[config.mk]
export PLATFORM = sky130hd
export DESIGN_NAME = input_device_config_space
export DESIGN_NICKNAME = d
export VERILOG_FILES = /design/src/rtl/idcs_pkg.sv /design/src/rtl/idcs_decode.sv /design/src/rtl/input_device_config_space.sv
export SDC_FILE = /design/constraint.sdc
export NUM_CORES = 1
export LEC_CHECK = 0
export ABC_AREA = 1
export BUFFER_PORTS_ARGS = -buffer_cell sky130_fd_sc_hd__buf_2
export CELL_PAD_IN_SITES_DETAIL_PLACEMENT = 0
export CELL_PAD_IN_SITES_GLOBAL_PLACEMENT = 1
export CORE_AREA = 2 2 139 141
export CTS_BUF_LIST = sky130_fd_sc_hd__clkbuf_2
export DETAILED_ROUTE_END_ITERATION = 10
export DIE_AREA = 0 0 141 143
export HOLD_SLACK_MARGIN = 0.06
export PLACE_DENSITY = 0.81
export SYNTH_ARGS = -nofsm -noshare
export SYNTH_HDL_FRONTEND = slang
export SYNTH_SLANG_ARGS = --single-unit
[constraint.sdc]
create_clock -name clk -period 2.3 [get_ports clk]
set_input_delay 0.46 -clock clk [delete_from_list [all_inputs] [get_ports clk]]
set_output_delay 0.46 -clock clk [all_outputs]
set_load 0.05 [all_outputs]
[src/rtl/idcs_pkg.sv]
// Package for the virtio input device configuration space.
// Holds select codes, register indexes, payload constants and the string tables.
// No dependencies.
`default_nettype none

package idcs_pkg;

    // Access kinds.
    localparam logic OP_READ  = 1'b0;
    localparam logic OP_WRITE = 1'b1;

    // Configuration register indexes.
    localparam logic CFG_X_MAX = 1'b0;
    localparam logic CFG_Y_MAX = 1'b1;

    localparam logic [15:0] AXIS_MAX_RESET = 16'd16384;

    // Select codes of the select word.
    localparam logic [7:0] SEL_NAME    = 8'h01;
    localparam logic [7:0] SEL_SERIAL  = 8'h02;
    localparam logic [7:0] SEL_IDS     = 8'h03;
    localparam logic [7:0] SEL_EVBITS  = 8'h11;
    localparam logic [7:0] SEL_ABSINFO = 8'h12;

    // Event-bit subselects and axis-info subselects.
    localparam logic [7:0] SUB_EV_KEY = 8'd1;
    localparam logic [7:0] SUB_EV_REL = 8'd2;
    localparam logic [7:0] SUB_EV_ABS = 8'd3;
    localparam logic [7:0] SUB_ABS_X  = 8'd0;
    localparam logic [7:0] SUB_ABS_Y  = 8'd1;

    // Payload window of the configuration space.
    localparam logic [7:0] PAYLOAD_LO  = 8'd8;
    localparam logic [7:0] PAYLOAD_LEN = 8'd36;
    localparam logic [7:0] PAYLOAD_HI  = PAYLOAD_LO + PAYLOAD_LEN;

    // Strings, without the terminating zero.
    localparam int NAME_LEN   = 12;
    localparam int SERIAL_LEN = 9;
    localparam int IDS_LEN    = 2;

    localparam logic [7:0] NAME_CHARS [NAME_LEN] =
        '{"V", "i", "r", "t", "i", "o", " ", "m", "o", "u", "s", "e"};
    localparam logic [7:0] SERIAL_CHARS [SERIAL_LEN] =
        '{"s", "e", "r", "i", "a", "l", " ", "3", "4"};
    localparam logic [7:0] IDS_CHARS [IDS_LEN] = '{"4", "2"};

    // Payload sizes; the strings count their terminating zero.
    localparam logic [7:0] SIZE_NAME    = 8'(NAME_LEN + 1);
    localparam logic [7:0] SIZE_SERIAL  = 8'(SERIAL_LEN + 1);
    localparam logic [7:0] SIZE_IDS     = 8'(IDS_LEN + 1);
    localparam logic [7:0] SIZE_ABSINFO = 8'(5 * 4);
    localparam logic [7:0] SIZE_EV_KEY  = 8'd36;
    localparam logic [7:0] SIZE_EV_REL  = 8'd2;
    localparam logic [7:0] SIZE_EV_ABS  = 8'd1;

    // Event bitmaps: buttons 272 to 274, wheel, absolute X and Y.
    localparam int          BTN_FIRST   = 272;
    localparam logic [5:0]  EV_KEY_POS  = 6'((BTN_FIRST / 32) * 4);
    localparam logic [31:0] EV_KEY_BITS = 32'(7) << (BTN_FIRST % 32);
    localparam logic [31:0] EV_REL_BITS = 32'h0000_0100;
    localparam logic [31:0] EV_ABS_BITS = 32'h0000_0003;
    localparam logic [5:0]  ABS_MAX_POS = 6'd4;

    typedef struct packed {
        logic [15:0] x_max;
        logic [15:0] y_max;
    } idcs_cfg_t;

    function automatic logic [7:0] name_byte(input logic [6:0] k);
        logic [7:0] b;
        b = 8'h00;
        if (k < 7'(NAME_LEN))
        begin
            b = NAME_CHARS[k[3:0]];
        end
        return b;
    endfunction

    function automatic logic [7:0] serial_byte(input logic [6:0] k);
        logic [7:0] b;
        b = 8'h00;
        if (k < 7'(SERIAL_LEN))
        begin
            b = SERIAL_CHARS[k[3:0]];
        end
        return b;
    endfunction

    function automatic logic [7:0] ids_byte(input logic [6:0] k);
        logic [7:0] b;
        b = 8'h00;
        if (k < 7'(IDS_LEN))
        begin
            b = IDS_CHARS[k[0]];
        end
        return b;
    endfunction

    function automatic logic [7:0] size_of_select(input logic [7:0] sel,
                                                  input logic [7:0] sub);
        logic [7:0] s;
        s = 8'd0;
        priority case (sel)
            SEL_NAME:    s = SIZE_NAME;
            SEL_SERIAL:  s = SIZE_SERIAL;
            SEL_IDS:     s = SIZE_IDS;
            SEL_ABSINFO: s = SIZE_ABSINFO;
            SEL_EVBITS:
            begin
                priority if (sub == SUB_EV_KEY) s = SIZE_EV_KEY;
                else if (sub == SUB_EV_REL)     s = SIZE_EV_REL;
                else if (sub == SUB_EV_ABS)     s = SIZE_EV_ABS;
                else                            s = 8'd0;
            end
            default:     s = 8'd0;
        endcase
        return s;
    endfunction

endpackage

`default_nettype wire

[src/rtl/idcs_decode.sv]
// Read decode of the configuration space: select word, strings, bitmaps, axis info.
// Depends on idcs_pkg.
`default_nettype none

module idcs_decode (
    input  wire logic              opcode,
    input  wire logic [7:0]        offset,
    input  wire logic [31:0]       select_word,
    input  wire idcs_pkg::idcs_cfg_t cfg,
    output logic [31:0]            read_data
);
    import idcs_pkg::*;

    logic [7:0] sel;
    logic [7:0] sub;
    logic [7:0] pos_full;
    logic [5:0] pos;
    logic       in_window;

    assign sel       = select_word[7:0];
    assign sub       = select_word[15:8];
    assign pos_full  = offset - PAYLOAD_LO;
    assign pos       = pos_full[5:0];
    assign in_window = (offset >= PAYLOAD_LO) && (offset < PAYLOAD_HI);

    always_comb
    begin
        logic [31:0] payload;
        logic [6:0]  k;
        payload = 32'd0;
        // Strings are assembled one byte lane at a time.
        for (int i = 0; i < 4; i++)
        begin
            k = 7'(pos) + 7'(i);
            priority case (sel)
                SEL_NAME:   payload[8*i +: 8] = name_byte(k);
                SEL_SERIAL: payload[8*i +: 8] = serial_byte(k);
                SEL_IDS:    payload[8*i +: 8] = ids_byte(k);
                default:    payload[8*i +: 8] = 8'h00;
            endcase
        end
        if (sel == SEL_EVBITS)
        begin
            priority if (sub == SUB_EV_ABS && pos == 6'd0)        payload = EV_ABS_BITS;
            else if (sub == SUB_EV_REL && pos == 6'd0)            payload = EV_REL_BITS;
            else if (sub == SUB_EV_KEY && pos == EV_KEY_POS)      payload = EV_KEY_BITS;
            else                                                  payload = 32'd0;
        end
        else if (sel == SEL_ABSINFO)
        begin
            priority if (pos == ABS_MAX_POS && sub == SUB_ABS_X)  payload = {16'd0, cfg.x_max};
            else if (pos == ABS_MAX_POS && sub == SUB_ABS_Y)      payload = {16'd0, cfg.y_max};
            else                                                  payload = 32'd0;
        end

        priority if (opcode == OP_WRITE)
            read_data = 32'd0;
        else if (offset == 8'd0)
            read_data = {select_word[31:24], size_of_select(sel, sub), select_word[15:0]};
        else if (in_window)
            read_data = payload;
        else
            read_data = 32'd0;
    end

endmodule

`default_nettype wire

[src/rtl/input_device_config_space.sv]
// Top level of the virtio input (mouse) device configuration space.
// Depends on idcs_pkg and idcs_decode.
//
// Usage:
// Each item on the input channel is one bus access: opcode (read or write),
// a byte offset and the write data. Every accepted item yields exactly one
// item on the output channel carrying read_data; writes return zero.
// A write at offset zero stores the select word, and all later reads decode
// against it. Offset zero reads back that word with the payload size in
// bits 23:16; offsets 8 to 43 return payload bytes; other offsets read zero.
//
// The decode is one short combinational pass from the input ports into the
// output register, so one item per cycle is sustained while the receiver
// takes results. When the receiver stalls, the waiting result holds in the
// output register and one more item is taken into a skid register; in_stall
// rises only when that skid register is full, so it is a registered signal.
// Reset clears the select word and both valid flags, and loads both axis
// maxima with 16384. The x_max and y_max registers are written through the
// cfg_we / cfg_index / cfg_data port; the user must write them only while no
// access is in flight, since the block itself does not enforce it.
`default_nettype none

module input_device_config_space (
    input  wire logic        clk,
    input  wire logic        rst_n,
    // Access channel
    input  wire logic        in_valid,
    output logic             in_stall,
    input  wire logic        opcode,
    input  wire logic [7:0]  offset,
    input  wire logic [31:0] write_data,
    // Result channel
    output logic             out_valid,
    input  wire logic        out_stall,
    output logic [31:0]      read_data,
    // Configuration write port
    input  wire logic        cfg_we,
    input  wire logic        cfg_index,
    input  wire logic [15:0] cfg_data
);
    import idcs_pkg::*;

    logic        accept;
    logic        out_take;
    logic [31:0] result;

    logic [31:0] select_word_reg;
    idcs_cfg_t   cfg_reg;
    logic        out_valid_reg;
    logic [31:0] out_data_reg;
    logic        skid_valid_reg;
    logic [31:0] skid_data_reg;

    assign accept   = in_valid && !in_stall;
    assign out_take = !out_valid_reg || !out_stall;

    assign in_stall  = skid_valid_reg;
    assign out_valid = out_valid_reg;
    assign read_data = out_data_reg;

    // The decode sees the select word as it stands before this item's write,
    // which matches the order of a bus access: a write returns zero anyway.
    idcs_decode u_decode (
        .opcode      (opcode),
        .offset      (offset),
        .select_word (select_word_reg),
        .cfg         (cfg_reg),
        .read_data   (result)
    );

    // Select word and configuration registers.
    always_ff @(posedge clk or negedge rst_n)
    begin
        if (!rst_n)
        begin
            select_word_reg <= 32'd0;
            cfg_reg.x_max   <= AXIS_MAX_RESET;
            cfg_reg.y_max   <= AXIS_MAX_RESET;
        end
        else
        begin
            if (accept && opcode == OP_WRITE && offset == 8'd0)
            begin
                select_word_reg <= write_data;
            end
            if (cfg_we)
            begin
                unique case (cfg_index)
                    CFG_X_MAX: cfg_reg.x_max <= cfg_data;
                    CFG_Y_MAX: cfg_reg.y_max <= cfg_data;
                endcase
            end
        end
    end

    // Output register with a one-entry skid stage behind it.
    always_ff @(posedge clk or negedge rst_n)
    begin
        if (!rst_n)
        begin
            out_valid_reg  <= 1'b0;
            skid_valid_reg <= 1'b0;
        end
        else if (out_take)
        begin
            if (skid_valid_reg)
            begin
                out_valid_reg  <= 1'b1;
                skid_valid_reg <= 1'b0;
            end
            else
            begin
                out_valid_reg <= accept;
            end
        end
        else if (accept)
        begin
            skid_valid_reg <= 1'b1;
        end
    end

    always_ff @(posedge clk)
    begin
        if (out_take)
        begin
            if (skid_valid_reg)
            begin
                out_data_reg <= skid_data_reg;
            end
            else if (accept)
            begin
                out_data_reg <= result;
            end
        end
        else if (accept)
        begin
            skid_data_reg <= result;
        end
    end

    // The skid stage only fills behind a held result.
    assert property (@(posedge clk) disable iff (!rst_n)
        skid_valid_reg |-> out_valid_reg)
        else $error("skid register full while output register empty");

    // An item accepted with room at the output appears there next cycle.
    assert property (@(posedge clk) disable iff (!rst_n)
        (accept && out_take) |=> out_valid_reg)
        else $error("accepted item did not reach the output register");

    // A write at offset zero replaces the select word.
    assert property (@(posedge clk) disable iff (!rst_n)
        (accept && opcode == OP_WRITE && offset == 8'd0)
        |=> select_word_reg == $past(write_data))
        else $error("select word not updated by write at offset zero");

    // A skid result moves to the output as soon as the receiver takes.
    assert property (@(posedge clk) disable iff (!rst_n)
        (skid_valid_reg && !out_stall) |=> !skid_valid_reg)
        else $error("skid register not drained");

endmodule

`default_nettype wire

==> results.ini, run 1 <==
[power_and_ir_drop]
leakagePower_uw = 0.00493
pwr_density_cell_mw_per_mm2 = 558
ir_worst_vdd_v = 0.000425
power_uw = 5360

[run]
cap_violations = 0

[placement]
io_buffers = 87
hpwl_mm = 16.2
place.gp.congestion = 0.928
place_ws_ns = -0.195
dpl.cell_count = 1344

[critical_path]
slowest_stage = dfrtp_1
r2r_slack_ns = 0.15
crit_arrival_ns = 2.71
slowest_delay_ns = 0.47
critical_path_depth = 9
path_buf_inv = 0
r2r_start = select_word_reg[2]
critPathRequiredTime_ns = 2.85
path_cells = nor2_1, nand2_1, nor2_1, nand2_1, nor3_1, nor3_1, nor2_1, nand2_1, a21oi_1
start_kind = flip-flop
crit_start = select_word_reg[2]
ff2ff_path_depth = 9
path_class = flip-flop to flip-flop
worstSetupEndpointType = flip-flop
r2r_end = read_data[17]
crit_end = read_data[17]
crit_fanout = 8
crit_family = simple AND/OR/NAND/NOR gates

[sta]
layout_min_cycle_time_ns = 2.15
final.period_utilization_pct = 93.6
setup_tns_ns = 0
fmax_ghz = 0.465
rsz0062_at_grt = yes
setup_slack_ns = 0.147
slew_viol_final = 0
clock-skew-final_ns = 0.0399
final_hold_viol_count = 0
finalSetupViolations = 0

[drt]
num_vias = 6963
drc_errors = 0
dr.pass1.iters = 6
post_drt_wl_per_cell_um = 15.1
viasPerCell = 4.91
drt_iter0_drc = 596
routed_wl_mm = 21.5
ant_nets = 0

[synth]
synth.distinct_cells = 45
syn_inst = 942
avgSynthCellArea_um2 = 7.74
synth-edff-count = 62
ys_seq_elements = 120
yosysTopAreaCell = edfxtp_1
synth_ff_type = edfxtp_1
yosys_warnings = 0
syn-cell-area_mm2 = 0.00729
syn_nets = 1019
ys_seq_area_share_pct = 45.5
synth_top_area_share_pct = 25.5
synthTopCellsByArea = edfxtp_1 26%, dfrtp_1 19%, nand2_1 13%
async_flop_share_pct = 48.3

[outcome]
status = finished, final reports clean

[layout]
num_antenna_cells = 0
fin_cells = 1419
largest_register_ff_count = 32
fill_cells = 1713
drive_above_1_share_pct = 27.0
finish.utilization_pct = 51.7
layout.nets = 1250
synthToLayoutAreaGrowth_pct = 31.8

[clocking]
root_buffer = clkbuf_2
numCtsBuffers = 17
clock-sinks = 120
cts_max_level = 4
clk_pin_slew_ns = 0.19
clock_path_buffers = 2
tritoncts = built
clk_latency_ns = 0.70

[floorplanning]
dieArea_mm2 = 0.0202
die_height_um = 143
start_util_pct = 39.2
coreArea_mm2 = 0.0186
rows = 50
die_w_um = 141
ios = 97

[global_routing]
antenna_found_initial = 0
overflow = 0
grt_usage_pct = 22.1
grt_pass1_wl_mm = 34.7
grt_max_degree = 59
grt_pass1_vias = 6867

[min_path]
hold_path_class = primary input to flip-flop

[power by group]
part,switching [uW],total (uW),internal (uW),leakage (uW)
clock network,775,1710,938,0.000188
logic,715,1150,435,0.00339
registers,68.7,2500,2430,0.00135
[cells in the mapped netlist, types with 12 or more instances]
cell type,number
mux2_2,24
nand2_1,251
ha_1,14
clkbuf_1,14
inv_2,12
o21ai_1,21
a21oi_1,29
dfrtp_1,56
or2_2,17
nand4_1,14
o21ai_0,64
edfxtp_1,62
inv_1,104
nor2_1,73
nand3_1,105
[area by class of cell]
| class | count | area (um2) | share of cell area [%] |
|---|---|---|---|
| tap | 234 | 293 | 3.05 |
| multi-input combinational | 666 | 3410 | 35.5 |
| inverter | 119 | 449 | 4.67 |
| clock inverter | 10 | 200 | 2.08 |
| clock buffer | 21 | 105 | 1.09 |
| sequential | 120 | 3320 | 34.5 |
| timing repair buffer | 249 | 1840 | 19.1 |
[placed cells by master (no fill, tap or decap), drive strengths merged, types with 2 or more instances in the layout]
| master | netlist | layout |
|---|---|---|
| a21oi | 29 | 29 |
| nand3b | 3 | 3 |
| nor2 | 85 | 85 |
| o22ai | 3 | 3 |
| nand3 | 105 | 105 |
| ha | 14 | 14 |
| inv | 117 | 117 |
| dfrtp | 56 | 56 |
| bufinv | 0 | 6 |
| o21ai | 85 | 85 |
| clkinv | 2 | 6 |
| nor3 | 11 | 11 |
| mux2 | 24 | 24 |
| clkbuf | 15 | 21 |
| edfxtp | 62 | 62 |
| nand4 | 15 | 15 |
| dlygate4sd3 | 0 | 44 |
| or2 | 18 | 18 |
| dfstp | 2 | 2 |
| nand2 | 254 | 254 |
| o211ai | 8 | 8 |
| buf | 22 | 205 |
[worst register-to-register path: stages, from the launching register on]
cell,delay [ns]
dfrtp_1,0.47
nor2_1,0.18
nand2_1,0.09
nor2_1,0.12
nand2_1,0.20
nor3_1,0.40
nor3_1,0.09
nor2_1,0.22
nand2_1,0.11
a21oi_1,0.14
[routing by layer]
metal / share of wire [%] / routed length [um] / vias to the layer above / track usage [%]
li1: - / - / 3578 / -
met1: 45 / 9760 / 3183 / 28.0
met2: 48 / 10400 / 160 / 37.4
met3: 3.7 / 804 / 42 / 4.59
met4: 2.5 / 542 / 0 / 8.16
met5: 0 / 0 / - / 0
[worst min-delay path by stage]
stage,from,endpoint,cells after the start
after floorplan,rst_n,cfg_reg[0],0
after global placement,cfg_reg[5],cfg_reg[5],2
after detailed placement,cfg_reg[29],cfg_reg[29],2
after CTS,cfg_we,cfg_reg[30],5
after global routing,cfg_we,cfg_reg[30],5
final,cfg_we,cfg_reg[30],5
[through the flow]
stage | cell area (um2) | hold WS, ns
after global placement | 8840 | 0.466
after floorplan | 7350 | 0.164
after global routing | 9610 | 0.212
final | 9610 | 0.246
after CTS | 9580 | 0.175
after detailed placement | 8840 | 0.473
[kinds of logic (layout without fill, tap and decap cells)]
group	Yosys count	after routing	synth area share (%)
compound gates	132	132	9.68
fa+ha+maj	14	14	2.40
flops	120	120	45.5
simple gates	494	494	29.8
buf+inv	156	399	8.78
mux	25	25	3.84
other cells	1	1	0.0514
[timing repair]
| item | in CTS | in global routing |
|---|---|---|
| setup buffers | 0 | 0 |
| hold endpoints to repair | 116 | 0 |
| hold buffers | 44 | 0 |
| setup endpoints to repair | 0 | 24 |
| resized for setup | 0 | 7 |
(Power assumes the default switching activity.)
==> inputs of run 2 (changes only) <==
--- a/config.mk
+++ b/config.mk
@@ -7,14 +7,12 @@
 export LEC_CHECK = 0
 export ABC_AREA = 1
 export BUFFER_PORTS_ARGS = -buffer_cell sky130_fd_sc_hd__buf_2
-export CELL_PAD_IN_SITES_DETAIL_PLACEMENT = 0
-export CELL_PAD_IN_SITES_GLOBAL_PLACEMENT = 1
-export CORE_AREA = 2 2 139 141
+export CORE_AREA = 2 2 119 121
 export CTS_BUF_LIST = sky130_fd_sc_hd__clkbuf_2
 export DETAILED_ROUTE_END_ITERATION = 10
-export DIE_AREA = 0 0 141 143
+export DIE_AREA = 0 0 121 123
 export HOLD_SLACK_MARGIN = 0.06
-export PLACE_DENSITY = 0.81
+export PLACE_DENSITY = 0.79
 export SYNTH_ARGS = -nofsm -noshare
 export SYNTH_HDL_FRONTEND = slang
 export SYNTH_SLANG_ARGS = --single-unit
==> constraint.sdc (replaced) <==
create_clock -name clk -period 2.2 [get_ports clk]
set_input_delay 0.44 -clock clk [delete_from_list [all_inputs] [get_ports clk]]
set_output_delay 0.44 -clock clk [all_outputs]
set_load 0.05 [all_outputs]
==> run 2 against run 1 <==
The run now ends with negative setup slack left. Sequential share of layout area is 0.62 points higher. Fmax shrank 2.8%. Core utilization grew 18 points. Critical path type unchanged. Hold slack lost 0.075 ns. Sequential power rose by 4%. Sequential cell count did not move. Largest cell class unchanged. Highest routed layer unchanged. First-iteration DRC count is 25% higher. Combinational power grew 4%. Cell count fell by 4.8%. Final area decreased by 1.8%. Power decreased by 2.3%.
==> results.ini, run 2 (synthesis gave the netlist of run 1 again) <==
[outcome]
status = finished, violations left
violations = negative setup slack

[placement]
io_buffers = 87
dpl.cell_count = 1272
place_area_mm2 = 0.00869
hpwl_mm = 15.5
place.gp.congestion = 0.951

[clocking]
clock-sinks = 120
tritoncts = built
root_buffer = clkbuf_2
clock_path_buffers = 2
numCtsBuffers = 17
clk_latency_ns = 0.73
clk_pin_slew_ns = 0.23
cts_max_level = 4

[layout]
final_cell_mix = 248 x nand2_1, 103 x inv_1, 102 x nand3_1, 96 x buf_4, 87 x buf_2
fill_cells = 1055
fin_cells = 1351
drive_above_1_share_pct = 27.1
final_area_mm2 = 0.00944
largest_register_ff_count = 32
synthToLayoutAreaGrowth_pct = 29.5
num_antenna_cells = 0
layout_commonest_cell = nand2_1
layout.nets = 1235

[global_routing]
antenna_found_initial = 0
grt_usage_pct = 29.9
grt_max_degree = 45
grt_pass1_vias = 7146
overflow = 0
grt_pass1_wl_mm = 34.4

[sta]
setup_slack_ns = -0.0149
fmax_ghz = 0.451
slew_viol_final = 0
rsz0062_at_grt = yes
max_slew_margin_pct = 66.6
layout_min_cycle_time_ns = 2.21
final.period_utilization_pct = 101
final_hold_viol_count = 0
worstMarginPinSlew_ns = 0.501
finalSetupViolations = 2
clock-skew-final_ns = 0.0517

[power_and_ir_drop]
leakagePower_uw = 0.00481
power_uw = 5240
ir_worst_vdd_v = 0.000765
pwr_density_cell_mw_per_mm2 = 555

[floorplanning]
ios = 97
rows = 43
dieArea_mm2 = 0.0149
die_w_um = 121
coreArea_mm2 = 0.0136
die_height_um = 123
start_util_pct = 53.6

[drt]
viasPerCell = 5.50
post_drt_wl_per_cell_um = 16.3
ant_nets = 0
routed_wl_mm = 22.0
drt_iter0_drc = 745
drc_errors = 0
num_vias = 7433
dr.pass1.iters = 5

[critical_path]
path_class = flip-flop to flip-flop
start_kind = flip-flop
worstSetupEndpointType = flip-flop
critPathRequiredTime_ns = 2.69
crit_fanout = 8
crit_arrival_ns = 2.71

[run]
cap_violations = 0

[min_path]
hold_path_class = primary input to async pin

## run 2: cell types whose count changed in the layout (fill, tap and decap cells not counted), moves of 3 or more
cell,delta
clkinv_4,+3
bufinv_16,-4
nor2_1,-5
nand2_2,+3
buf_4,-16
a21oi_2,+3
nor2_4,+3
## run 2: layout make-up
type | instances | area, um2 | share of cell area [%]
Clock inverter | 12 | 128 | 1.35
Multi-Input combinational cell | 666 | 3480 | 36.9
Clock buffer | 20 | 100 | 1.06
Timing Repair Buffer | 234 | 1740 | 18.4
Sequential cell | 120 | 3320 | 35.1
Tap cell | 180 | 225 | 2.39
Inverter | 119 | 457 | 4.84
## run 2: repair_timing
item,4_1_cts,5_1_grt
hold endpoints to repair,114,0
hold buffers,44,0
gates resized for setup,0,17
buffers inserted,0,3
setup endpoints to repair,0,39
## run 2: metal layers
metal | part of all wire [%] | up-vias | track usage (%)
met4 | 3.7 | 0 | 12.0
met1 | 40 | 3461 | 36.3
met2 | 50 | 364 | 53.2
li1 | - | 3536 | -
met3 | 6.7 | 72 | 4.98
met5 | 0 | - | 0
## run 2: stage by stage
step	setup TNS, ns	setup slack [ns]	hold slack (ns)	utilization [%]
4_1_cts	0	0.0228	0.172	68.7
3_3_place_gp	-4.85	-0.191	0.401	63.8
6_report	-0.0170	-0.0149	0.171	69.4
3_5_place_dp	-6.83	-0.253	0.402	63.8
5_1_grt	-1.25	-0.131	0.178	69.4
2_1_floorplan	0	0.00380	0.144	-
## run 2: worst max-delay path: stages (launching register included)
cell,delay [ns]
dfrtp_1,0.45
nor2_1,0.22
nand2_1,0.14
nor2_1,0.18
nand2_1,0.20
nand2_1,0.23
nor2_1,0.12
nand2_1,0.08
o21bai_1,0.16
nand3_1,0.12
nand2_1,0.08
inv_1,0.03
## run 2: final timing paths
path,end,from,depth (start not counted),slack (ns)
hold / removal,select_word_reg[6],rst_n,2,0.17
setup reg to reg,read_data[14],select_word_reg[2],11,-0.01
max in group asynchronous,cfg_reg[14],rst_n,3,1.38
setup / recovery,read_data[14],select_word_reg[2],11,-0.01
min in group clk,cfg_reg[30],cfg_we,5,0.23
hold reg to reg,read_data[6],skid_data_reg[6],2,0.50
## run 2: report_power, final
group / internal, uW / switching, uW / total [uW] / leakage (uW)
combinational: 438 / 764 / 1200 / 0.00332
clock: 531 / 892 / 1420 / 0.000139
sequential: 2540 / 75.1 / 2610 / 0.00135
==> inputs of run 3 (changes only) <==
--- a/config.mk
+++ b/config.mk
@@ -7,12 +7,13 @@
 export LEC_CHECK = 0
 export ABC_AREA = 1
 export BUFFER_PORTS_ARGS = -buffer_cell sky130_fd_sc_hd__buf_2
-export CORE_AREA = 2 2 119 121
+export CORE_AREA = 2 2 124 126
 export CTS_BUF_LIST = sky130_fd_sc_hd__clkbuf_2
 export DETAILED_ROUTE_END_ITERATION = 10
-export DIE_AREA = 0 0 121 123
+export DIE_AREA = 0 0 126 128
 export HOLD_SLACK_MARGIN = 0.06
 export PLACE_DENSITY = 0.79
 export SYNTH_ARGS = -nofsm -noshare
 export SYNTH_HDL_FRONTEND = slang
+export SYNTH_HIERARCHICAL = 1
 export SYNTH_SLANG_ARGS = --single-unit
==> run 3 against run 2 <==
The run now ends clean. Sequential cell count increased by 2. Routed wire length increased by 5.4%. Critical path depth unchanged. Synthesized area increased by 5.4%. Sequential power about the same. Sequential share of layout area decreased by 0.95 points. Largest cell class unchanged. Power increased by 4.0%.
==> results.ini, run 3 <==
[outcome]
status = finished, final reports clean

[clocking]
clock-sinks = 122
clock_path_buffers = 2
root_buffer = clkbuf_2
tritoncts = built
cts_max_level = 4
clk_latency_ns = 0.74
numCtsBuffers = 17
clk_pin_slew_ns = 0.22

[layout]
finish.utilization_pct = 66.5
synthToLayoutAreaGrowth_pct = 28.6
final_cell_mix = 374 x nand2_1, 115 x buf_4, 110 x nand3_1, 88 x buf_2, 77 x nor2_1
layout.nets = 1335
fin_cells = 1458
layout_commonest_cell = nand2_1
drive_above_1_share_pct = 25.8
final_area_mm2 = 0.00988

[critical_path]
start_kind = flip-flop
slowest_delay_ns = 0.44
crit_top_cell = nand2_1
crit_arrival_ns = 2.64
crit_family = simple AND/OR/NAND/NOR gates
path_class = flip-flop to flip-flop
critPathRequiredTime_ns = 2.71
path_buf_inv = 1
path_cells = nor2_1, nand3_2, nor3_4, buf_12, nand2_1, a21oi_1, nor2_1, nand2_1, nand2_1, nand2_1, nand2_1
worstSetupEndpointType = flip-flop
slowest_stage = dfrtp_1
crit_fanout = 17

[global_routing]
overflow = 0
grt_max_degree = 59
antenna_found_initial = 1
grt_usage_pct = 28.8
grt_pass1_vias = 7301
grt_pass1_wl_mm = 36.4

[power_and_ir_drop]
p_sw_uw = 1760
p_clk_share_pct = 28.8
p_sw_share_pct = 32.4
seq_power_share_pct = 48.5
pwr_density_cell_mw_per_mm2 = 551
p_comb_share_pct = 22.7
ir_worst_vdd_v = 0.000476
p_int_uw = 3680
leakagePower_uw = 0.00481

[drt]
viasPerCell = 5.41
post_drt_wl_per_cell_um = 15.9
num_vias = 7890
drc_errors = 0
ant_nets = 0
routed_wl_mm = 23.2
drt_iter0_drc = 751
dr.pass1.iters = 6

[floorplanning]
die_w_um = 126
start_util_pct = 51.7
dieArea_mm2 = 0.0161
ios = 97
die_height_um = 128
coreArea_mm2 = 0.0149
rows = 45

[placement]
io_buffers = 88
place_ws_ns = -0.297
dpl.cell_count = 1378
hpwl_mm = 16.3
place_area_mm2 = 0.00910
place.gp.congestion = 0.981

[sta]
clock-skew-final_ns = 0.0410
max_slew_margin_pct = 66.4
slew_viol_final = 0
fmax_ghz = 0.468
worstMarginPinSlew_ns = 0.504
final.period_utilization_pct = 97.1
finalSetupViolations = 0
rsz0062_at_grt = yes
final_hold_viol_count = 0
layout_min_cycle_time_ns = 2.14
setup_slack_ns = 0.0643

[synth]
syn-cell-area_mm2 = 0.00768
yosys_warnings = 6
syn_inst = 1025
syn_nets = 1104
avgSynthCellArea_um2 = 7.50

[run]
cap_violations = 0

[min_path]
hold_path_class = primary input to async pin

## run 3: path summary, 6_finish.rpt
| check | from | slack [ns] | depth (start not counted) | endpoint |
|---|---|---|---|---|
| max | select_word_reg[7] | 0.06 | 11 | read_data[14] |
| min | rst_n | 0.21 | 3 | select_word_reg[28] |
| max reg2reg | select_word_reg[7] | 0.06 | 11 | read_data[14] |
| min reg2reg | select_word_reg[26] | 0.51 | 2 | select_word_reg[26] |
| max in group asynchronous | rst_n | 1.64 | 3 | cfg_reg[30] |
| min in group clk | cfg_we | 0.21 | 5 | cfg_reg[14] |
## run 3: per-stage QoR
stage / power (uW) / TNS, ns / hold WS (ns)
global route: 5690 / -0.0704 / 0.174
floorplan: 3400 / 0 / 0.144
global placement: 3810 / -6.51 / 0.460
finish: 5450 / 0 / 0.209
CTS: 5420 / 0 / 0.178
detailed placement: 3830 / -8.20 / 0.463
## run 3: power by group through the flow
| stage | sequential (uW) | combinational (uW) | clock, uW |
|---|---|---|---|
| finish | 2640 | 1240 | 1570 |
| global route | 2660 | 1340 | 1690 |
| CTS | 2640 | 1210 | 1570 |
| detailed placement | 2690 | 1140 | 0 |
| global placement | 2680 | 1130 | 0 |
| floorplan | 2850 | 548 | 0 |
## run 3: metal layers
metal  track usage, %  up-vias  part of all wire, %
li1                 -     3800                    -
met1             37.4     3664                   42
met2             48.5      372                   48
met3             5.22       54                  7.3
met4             10.3        0                  2.9
met5                0        -                    0
## run 3: timing repair
| item | in CTS | in global routing |
|---|---|---|
| endpoints found under the setup margin | 0 | 28 |
| gates resized for setup | 0 | 12 |
| endpoints found under the hold margin | 116 | 0 |
| hold buffers | 44 | 0 |
| setup buffers | 0 | 2 |
## run 3: final cells by class
class	instances	area [um2]
tap	188	235
antenna	1	2.50
inverter	93	372
clock buffer	19	95.1
timing repair buffer	253	1860
multi-input combinational	768	3760
timing repair inverter	1	7.51
clock inverter	13	168
fill	1263	4980
sequential	122	3380
## run 3: worst register-to-register path, cell delays in order (launching register included)
cell and delay, ns:
dfrtp_1 0.44, nor2_1 0.20, nand3_2 0.16, nor3_4 0.20, buf_12 0.19, nand2_1 0.07, a21oi_1 0.21, nor2_1 0.07
nand2_1 0.13, nand2_1 0.12, nand2_1 0.08, nand2_1 0.05
